## config.mk

```make
export PLATFORM = sky130hd
export DESIGN_NAME = nnt_ctrl
export DESIGN_NICKNAME = d
export VERILOG_FILES = /design/src/hw/rtl/nnt_pkg.sv /design/src/hw/rtl/nnt_ctrl.sv
export SDC_FILE = /design/constraint.sdc
export NUM_CORES = 1
export LEC_CHECK = 0
export BUFFER_PORTS_ARGS = -buffer_cell sky130_fd_sc_hd__buf_2
export CAP_MARGIN = 10
export CORE_AREA = 4 4 41 43
export CTS_CLUSTER_DIAMETER = 60
export DETAILED_ROUTE_END_ITERATION = 16
export DIE_AREA = 0 0 45 47
export PLACE_DENSITY = 0.38
export SLEW_MARGIN = 20
export SYNTH_ARGS = -nofsm -noshare
export SYNTH_HDL_FRONTEND = slang
export SYNTH_SLANG_ARGS = --single-unit
```

## constraint.sdc

```tcl
create_clock -name clock -period 1.35 [get_ports clock]
set_clock_uncertainty 0.15 [all_clocks]
set_input_delay 0.27 -clock clock [delete_from_list [all_inputs] [get_ports clock]]
set_output_delay 0.27 -clock clock [all_outputs]
set_load 0.005 [all_outputs]
```

## src/hw/rtl/nnt_pkg.sv

```systemverilog
// Package: shared constants, codes and control structs of the nearest-neighbour tour core.
`timescale 1ns / 1ps

package nnt_pkg;

   localparam int MAX_CITIES = 16;
   localparam int CITY_W     = $clog2(MAX_CITIES);
   localparam int COUNT_W    = $clog2(MAX_CITIES + 1);
   localparam int ADDR_W     = 2 * CITY_W;
   localparam int DEPTH      = MAX_CITIES * MAX_CITIES;
   localparam int WEIGHT_W   = 25;
   localparam int SUM_W      = 28;
   localparam int CSR_W      = 5;
   localparam int CSR_IDX_W  = 1;

   localparam logic signed [WEIGHT_W-1:0] WEIGHT_LIMIT = 25'sd9999999;
   localparam logic signed [WEIGHT_W-1:0] ABSENT_EDGE  = -25'sd1;
   localparam logic [SUM_W-1:0]           SUM_MAX      = {SUM_W{1'b1}};
   localparam logic [COUNT_W-1:0]         NUM_RESET    = COUNT_W'(MAX_CITIES);
   localparam logic [COUNT_W-1:0]         NUM_MIN      = COUNT_W'(2);
   localparam logic [COUNT_W-1:0]         NUM_MAX      = COUNT_W'(MAX_CITIES);

   typedef enum logic {
      OP_WRITE = 1'b0,
      OP_RUN   = 1'b1
   } nnt_op_type;

   typedef enum logic [CSR_IDX_W-1:0] {
      CSR_NUM_CITIES = 1'b0,
      CSR_START_CITY = 1'b1
   } nnt_csr_type;

   typedef enum logic [2:0] {
      ST_IDLE,
      ST_START,
      ST_SCAN,
      ST_DRAIN,
      ST_COMMIT
   } nnt_state_type;

   typedef struct packed {
      logic write_entry;
      logic start_run;
      logic scan_col;
      logic commit_step;
   } nnt_cmd_type;

   typedef struct packed {
      logic out_free;
      logic col_last;
      logic step_last;
   } nnt_stat_type;

endpackage

```

## src/hw/rtl/nnt_ctrl.sv

```systemverilog
// Controller: sequences matrix writes and the column scans of a tour.
`timescale 1ns / 1ps

module nnt_ctrl
   import nnt_pkg::*;
(
   input  logic         clock,
   input  logic         reset,
   input  logic         req_valid,
   input  logic         req_opcode,
   output logic         req_ready,
   input  nnt_stat_type stat,
   output nnt_cmd_type  cmd
);

   nnt_state_type state_ff, state_in;

   always_ff @(posedge clock) begin
      if (reset) begin
         state_ff <= ST_IDLE;
      end else begin
         state_ff <= state_in;
      end
   end

   always_comb begin
      state_in  = state_ff;
      cmd       = '0;
      req_ready = 1'b0;
      unique case (state_ff)
         ST_IDLE: begin
            req_ready = 1'b1;
            if (req_valid) begin
               if (req_opcode == OP_RUN) begin
                  state_in = ST_START;
               end else begin
                  cmd.write_entry = 1'b1;
               end
            end
         end
         ST_START: begin
            if (stat.out_free) begin
               cmd.start_run = 1'b1;
               state_in      = ST_SCAN;
            end
         end
         ST_SCAN: begin
            cmd.scan_col = 1'b1;
            if (stat.col_last) begin
               state_in = ST_DRAIN;
            end
         end
         ST_DRAIN: begin
            state_in = ST_COMMIT;
         end
         ST_COMMIT: begin
            if (stat.out_free) begin
               cmd.commit_step = 1'b1;
               state_in        = stat.step_last ? ST_IDLE : ST_SCAN;
            end
         end
         default: begin
            state_in = ST_IDLE;
         end
      endcase
   end

endmodule

```

==> results of run 1 <==
==> worst max-delay path, cell delays in order (launching register included) <==
cell      delay [ps]
dfxtp_4          380
buf_6            110
and4bb_2         230
buf_2            110
==> metrics by stage <==
step | std cells | hold slack [ps] | setup WS (ps) | power [mW]
floorplan | 21 | 189 | 110 | 0.130
global placement | 49 | 325 | 46.6 | 0.165
detailed placement | 49 | 329 | 37.6 | 0.165
CTS | 53 | 64.7 | -132 | 0.344
global route | 55 | 67.4 | -199 | 0.399
finish | 55 | 62.7 | -142 | 0.361
==> synth_stat cells <==
cell	count	area [µm²]
a21oi_1	3	15.0
dfxtp_1	3	60.1
nor2_1	3	11.3
and3_1	2	12.5
nand3b_1	2	15.0
o21ai_0	2	10.0
and3b_1	1	8.76
and4bb_2	1	12.5
nand2_1	1	3.75
nand4b_1	1	8.76
nor3_1	1	5.00
nor3b_4	1	18.8
==> path summary, 6_finish.rpt <==
kind,slack [ps],to,depth (start not counted),from
worst max-delay path,-140,cmd[2],3,state_ff[0]
worst min-delay path,60,state_ff[1],2,reset
worst max register to register,250,state_ff[1],4,state_ff[0]
worst min register to register,420,state_ff[1],2,state_ff[2]
==> cells by family after synthesis <==
group	Yosys count	synth area share
AND/OR/NAND/NOR	13	0.531
AO/OA/AOI/OAI	5	0.138
flip-flops	3	0.331
==> area by class of cell <==
type	count	area [µm²]	area share
Clock buffer	4	26.3	0.0747
Sequential cell	3	71.3	0.203
Tap cell	15	18.8	0.0534
Timing Repair Buffer	15	95.1	0.270
Multi-Input combinational cell	18	140	0.399
==> power by group through the flow <==
stage / registers (mW) / clock network, mW / logic, mW
floorplan: 0.104 / 0 / 0.0262
global placement: 0.103 / 0 / 0.0614
detailed placement: 0.103 / 0 / 0.0613
CTS: 0.102 / 0.176 / 0.0653
global route: 0.106 / 0.200 / 0.0928
finish: 0.105 / 0.172 / 0.0850
==> what timing repair did <==
item                       4_1_cts  5_1_grt
pin swaps                        0        2
setup buffers                    0        2
gates resized for setup          6        6
gates cloned                     0        0
setup endpoints to repair        5        5
==> routing by layer <==
metal | vias up | part of all wire | track usage
li1 | 118 | - | -
met1 | 110 | 0.36 | 0.0591
met2 | 10 | 0.54 | 0.110
met3 | 2 | 0.061 | 0.0230
met4 | 0 | 0.034 | 0.123
met5 | - | 0 | 0
==> flow_summary.toml, run 1 <==
[pwr]
p_sw_mw = 0.102
p_comb_frac = 0.235
peakVddDrop_mv = 0.235
p_seq_frac = 0.290
p_int_mw = 0.259
power_switching_share = 0.282
p_leak_nw = 0.162
power.density_nw_per_um2 = 1030
clkPwrFrac = 0.474

[detailed_routing]
ant_nets = 0
drt-initial-drc-count = 5
vias_per_cell = 4.36
drcViolationCount = 0
num_vias = 240
drt_pass1_iterations = 3
post_drt_wl_per_cell_um = 11.3
wl_um = 621

[timing]
hold_viol_final = 0
period_needed_ps = 1490
setup_tns_ps = -508
tightest_slew_ps = 145
setup_ws_ps = -142
setup_viol = 5
grt_setup_unrepaired = "true"
report.final.slew_viol_count = 0
period_share = 1.11
fmax_ghz = 0.670
max_slew_margin = 0.902

[global_routing]
grt_pass1_vias = 226
grt_max_degree = 9
grt.overflow.total = 0
track_usage = 0.0727
grt_pass1_wl_um = 945
antenna_found_initial = 0

[layout]
largest_reg_flops = 3
mostFrequentLayoutCells = "10 x buf_2, 3 x a21oi_1, 3 x clkbuf_4, 3 x buf_4, 3 x dfxtp_4"
synthToLayoutAreaGrowth_pct = 93.8
drive_gt1_frac = 0.625
layout_commonest_cell = "buf_2"
fin_area_um2 = 352
fillers = 148
top_register = "state_ff"
post-route-util = 0.270
top_regs = "state_ff: 3 flops"
diodes = 0
finalNetCount = 48

[clocking]
clkSinkCount = 3
path_clk_slew_ps = 50
cts_tree = "yes"
clkLatencyLatePin_ps = 250
holdBufCountCts = 0
numCtsBuffers = 3
h-tree-depth = 1
cts_buffer_depth = 2
cts-root-buf = "clkbuf_4"

[place]
dp_hpwl_um = 414
port_buffers = 11
place_congestion = 0.773
dpl_cell_area_um2 = 270

[floorplanning]
rows = 13
fp.dieW_um = 45
boundaryPins = 12
start_util = 0.139
die_h_um = 47
dieArea_um2 = 2120
coreArea_um2 = 1300

[logic_synthesis]
synth_seq_cells = 3
synth_nets = 28
syn_area_per_cell_um2 = 8.64
syn_inst = 21
synth_area_um2 = 181
yosysSeqAreaShare = 0.331
yosys_warnings = 0
synth_cell_type_count = 12

[worst_hold_path]
worstHoldPathType = "in2reg"

[status]
status = "complete, but fails checks"
violations = "negative setup slack"

[setup_path]
cp_max_fo = 4
required_ps = 930
critical_path_arrival_ps = 1070
start_kind = "flop"
path_class = "reg2out"
endpoint_kind = "output pin"

[run]
maxCapViolCount = 0
No activity file was read; power rests on OpenSTA's default activity.
==> run 2, diff against run 1 <==
--- a/config.mk
+++ b/config.mk
@@ -11,7 +11,7 @@
 export CTS_CLUSTER_DIAMETER = 60
 export DETAILED_ROUTE_END_ITERATION = 16
 export DIE_AREA = 0 0 45 47
-export PLACE_DENSITY = 0.38
+export PLACE_DENSITY = 0.3
 export SLEW_MARGIN = 20
 export SYNTH_ARGS = -nofsm -noshare
 export SYNTH_HDL_FRONTEND = slang
==> run 2 against run 1 <==
The flow still finishes with violations (negative setup slack). Register-to-register slack worse by 150 ps. Critical path depth stayed put. Sequential power about the same. Core utilization fell by 0.96 points. Maximum frequency is 1.5% higher. Via count down 2.9%. Routed wire length shrank 7.9%. Combinational power shrank 20%. Sequential cell count did not move. Global-route usage is 0.47 points lower. Clock power down 10%. Cell count increased by 1.8%. Critical endpoint unchanged. Largest power group unchanged.
==> flow_summary.toml, run 2 (synthesis gave the netlist of run 1 again) <==
[status]
status = "complete, but fails checks"
violations = "negative setup slack"

[setup_path]
path_class = "reg2out"
required_ps = 930
slowest_stage = "dfxtp_4"
crit_start = "state_ff[0]"
endpoint_kind = "output pin"
critical_path_arrival_ps = 1050
start_kind = "flop"
cp_cell_sequence = "buf_6 -> and4bb_2 -> buf_2"
crit-reg2reg-launch = "state_ff[0]"
cp_max_fo = 5
slowest_delay_ps = 350

[layout]
synthToLayoutAreaGrowth_pct = 86.9
largest_reg_flops = 3
mostFrequentLayoutCells = "11 x buf_2, 4 x buf_4, 3 x a21oi_1, 3 x clkbuf_4"
layout_commonest_cell = "buf_2"
top_regs = "state_ff: 3 flops"
finalNetCount = 49
drive_gt1_frac = 0.634
top_register = "state_ff"
fillers = 159
diodes = 0

[floorplanning]
start_util = 0.139
die_h_um = 47
boundaryPins = 12
fp.dieW_um = 45
dieArea_um2 = 2120
rows = 13
coreArea_um2 = 1300

[timing]
setup_tns_ps = -405
setup_viol = 4
setup_ws_ps = -120
grt_setup_unrepaired = "true"
fmax_ghz = 0.680
report.final.slew_viol_count = 0
hold_viol_final = 0
period_share = 1.09
period_needed_ps = 1470
tightest_slew_ps = 147
max_slew_margin = 0.902

[global_routing]
grtUsageMet3 = 0.0460
use_met2 = 0.0932
grt_max_degree = 9
globalRoute.busiestLayer = "met2"
gr-usage-met1 = 0.0659
grt_pass1_vias = 246
antenna_found_initial = 0
grt.overflow.total = 0
track_usage = 0.0679
grt_pass1_wl_um = 966

[worst_hold_path]
worstHoldPathType = "in2reg"
min-delay-start = "reset"

[detailed_routing]
ant_nets = 0
drt-initial-drc-count = 5
num_vias = 233
drt_pass1_iterations = 4
post_drt_wl_per_cell_um = 10.2
vias_per_cell = 4.16
wl_um = 572
drcViolationCount = 0

[clocking]
h-tree-depth = 1
clkLatencyLatePin_ps = 230
numCtsBuffers = 3
clkSinkCount = 3
holdBufCountCts = 0
cts_buffer_depth = 2
path_clk_slew_ps = 40
cts_tree = "yes"
cts-root-buf = "clkbuf_4"

[place]
dp_slack_ps = 51.4
dp_hpwl_um = 423
place_congestion = 0.647
port_buffers = 11

[pwr]
p_leak_nw = 0.160
peakVddDrop_mv = 0.330
power.density_nw_per_um2 = 961

[run]
maxCapViolCount = 0
## run 2: cell types whose count changed in the layout (fill, tap and decap cells not counted)
cell and change:
buf_4 +1, nor2_4 -1, dfxtp_4 -1, buf_6 -1
buf_2 +1, nor3_4 -1, nor2_2 +1, nor3_2 +1
dfxtp_2 +1
## run 2: metal layers
layer | wire [µm] | part of all wire
met4 | 0 | 0
met5 | 0 | 0
met1 | 223 | 0.39
met3 | 67 | 0.12
met2 | 280 | 0.49
## run 2: final timing paths
path | endpoint | slack [ps] | cells past startpoint
max | cmd[2] | -120 | 3
min | state_ff[2] | 80 | 2
max reg2reg | state_ff[1] | 100 | 5
min reg2reg | state_ff[2] | 380 | 2
## run 2: repair_timing
| action | in CTS | in global routing |
|---|---|---|
| gates resized for setup | 6 | 2 |
| pin swaps | 1 | 2 |
| endpoints found under the hold margin | 0 | 0 |
| endpoints found under the setup margin | 5 | 5 |
| setup buffers | 1 | 1 |
## run 2: final cells by class
type,count,area [µm²],share of cell area
Tap cell,15,18.8,0.0554
Sequential cell,3,68.8,0.203
Clock buffer,4,26.3,0.0775
Multi-Input combinational cell,18,129,0.380
Timing Repair Buffer,16,96.3,0.284
## run 2: critical path: cells and delay by family (launching register included)
| family | cells | cell delay, ps |
|---|---|---|
| DFF | 1 | 350 |
| and+or+nand+nor | 1 | 220 |
| buffers and inverters | 2 | 240 |
## run 2: power breakdown
group          leakage, nW  internal [mW]  switching (mW)
combinational        0.119         0.0419          0.0264
clock               0.0150          0.111          0.0434
sequential          0.0264         0.0936         0.00993
total                0.160          0.246          0.0797
## run 2: metrics by stage
| stage | power, mW | std cells | hold slack (ps) | area, µm² | util |
|---|---|---|---|---|---|
| floorplan | 0.130 | 21 | 189 | 181 | - |
| global placement | 0.165 | 50 | 334 | 278 | 0.213 |
| detailed placement | 0.165 | 50 | 331 | 278 | 0.213 |
| CTS | 0.334 | 55 | 77.8 | 327 | 0.251 |
| global route | 0.352 | 56 | 92.8 | 339 | 0.261 |
| finish | 0.326 | 56 | 83.7 | 339 | 0.261 |
==> run 3, diff against run 2 <==
--- a/config.mk
+++ b/config.mk
@@ -7,11 +7,14 @@
 export LEC_CHECK = 0
 export BUFFER_PORTS_ARGS = -buffer_cell sky130_fd_sc_hd__buf_2
 export CAP_MARGIN = 10
+export CELL_PAD_IN_SITES_DETAIL_PLACEMENT = 0
+export CELL_PAD_IN_SITES_GLOBAL_PLACEMENT = 1
 export CORE_AREA = 4 4 41 43
 export CTS_CLUSTER_DIAMETER = 60
+export CTS_CLUSTER_SIZE = 14
 export DETAILED_ROUTE_END_ITERATION = 16
 export DIE_AREA = 0 0 45 47
-export PLACE_DENSITY = 0.3
+export PLACE_DENSITY = 0.4
 export SLEW_MARGIN = 20
 export SYNTH_ARGS = -nofsm -noshare
 export SYNTH_HDL_FRONTEND = slang
==> run 3 against run 2 <==
Count of clock-buffer cells in the layout did not move. Combinational power down 1%. Routed wire length rose by 2.6%. Critical path type unchanged. Register-to-register slack improved by 120 ps. Cell area rose by 0.74%. The flow still finishes with violations (negative setup slack). Maximum frequency down 0.46%. Sequential share of layout area shrank 0.15 points. Critical path depth did not move. Core utilization rose by 0.19 points. Sequential power hardly changed.
==> flow_summary.toml, run 3 (synthesis gave the netlist of run 1 again) <==
[status]
status = "complete, but fails checks"
violations = "negative setup slack"

[setup_path]
cp_cell_sequence = "buf_6 -> and4bb_2 -> buf_2"
critical_path_arrival_ps = 1060
slowest_stage = "dfxtp_4"
cp_max_fo = 5
crit_start = "state_ff[0]"
path_class = "reg2out"
slowest_delay_ps = 360
required_ps = 930
r2r_slack_ps = 220
endpoint_kind = "output pin"
crit-reg2reg-launch = "state_ff[0]"
start_kind = "flop"

[timing]
grt_setup_unrepaired = "true"
report.final.slew_viol_count = 0
setup_tns_ps = -403
period_needed_ps = 1480
tightest_slew_ps = 172
setup_viol = 4
hold_viol_final = 0
max_slew_margin = 0.885
fmax_ghz = 0.677
setup_ws_ps = -127
period_share = 1.09

[detailed_routing]
drcViolationCount = 0
wl_um = 587
met2WireLength_um = 310
drt-met1-wl_um = 217
top_layer_used = "met3"
vias_per_cell = 4.04
drt-initial-drc-count = 11
drt_pass1_iterations = 4
ant_nets = 0
num_vias = 222
post_drt_wl_per_cell_um = 10.7
met3_length_um = 59

[place]
place_congestion = 0.635
place_inst = 50
dp_slack_ps = 59.4
port_buffers = 11
dp_hpwl_um = 418
dpl_cell_area_um2 = 278

[floorplanning]
fp.dieW_um = 45
boundaryPins = 12
coreArea_um2 = 1300
dieArea_um2 = 2120
rows = 13
die_h_um = 47
start_util = 0.139

[clocking]
holdBufCountCts = 0
cts_buffer_depth = 2
clkLatencyLatePin_ps = 230
cts_tree = "yes"
path_clk_slew_ps = 40
h-tree-depth = 1
clkSinkCount = 3
cts-root-buf = "clkbuf_4"
numCtsBuffers = 3

[layout]
drive_gt1_frac = 0.625
finalNonFillerCells = 55
synthToLayoutAreaGrowth_pct = 88.3
mostFrequentLayoutCells = "11 x buf_2, 3 x a21oi_1, 3 x clkbuf_4"
fin_area_um2 = 342
seq_area_um2 = 68.8
diodes = 0
top_regs = "state_ff: 3 flops"
multi_input_area_um2 = 135
fillers = 153
top_register = "state_ff"
largest_reg_flops = 3
finalNetCount = 48
layout_commonest_cell = "buf_2"

[run]
maxCapViolCount = 0

[global_routing]
grt_max_degree = 9
track_usage = 0.0640
grt_pass1_wl_um = 890
grt.overflow.total = 0
antenna_found_initial = 0
grt_pass1_vias = 220

[worst_hold_path]
min-delay-start = "reset"
worstHoldPathType = "in2reg"

[pwr]
p_leak_nw = 0.159
peakVddDrop_mv = 0.370
power.density_nw_per_um2 = 955
finalPower_mw = 0.326
-- run 3: through the flow --
step / hold slack [ps] / util
after global routing: 86.9 / 0.263
after detailed placement: 328 / 0.213
after CTS: 70.7 / 0.256
after global placement: 329 / 0.213
final: 75.7 / 0.263
after floorplan: 189 / -
-- run 3: area by class of cell --
| cell class | instances | area share |
|---|---|---|
| clock buffer | 4 | 0.0769 |
| multi-input combinational | 18 | 0.396 |
| sequential | 3 | 0.201 |
| tap | 15 | 0.0549 |
| timing repair buffer | 15 | 0.271 |
-- run 3: power by group --
part	switching, mW	total, mW	leakage (nW)	internal [mW]
logic	0.0266	0.0676	0.118	0.0411
clock network	0.0429	0.153	0.0150	0.111
registers	0.0114	0.105	0.0264	0.0936
-- run 3: what timing repair did --
item                                    in CTS  in global routing
setup buffers                                1                  0
endpoints found under the setup margin       5                  5
resized for setup                            8                  2
pin swaps                                    3                  0
-- run 3: critical path, delay by kind of cell (launching register included) --
kind	cells	cell delay, ps
simple gates	1	230
buf+inv	2	240
flops	1	360
-- run 3: final timing paths --
path	cells after the start	endpoint
setup reg to reg	4	state_ff[1]
setup / recovery	3	cmd[2]
hold / removal	2	state_ff[2]
hold reg to reg	2	state_ff[2]
-- run 3: layer usage --
metal	vias up	GRT usage
met5	-	0
met4	0	0.0877
met3	0	0.0192
met2	9	0.0932
met1	95	0.0636
li1	118	-
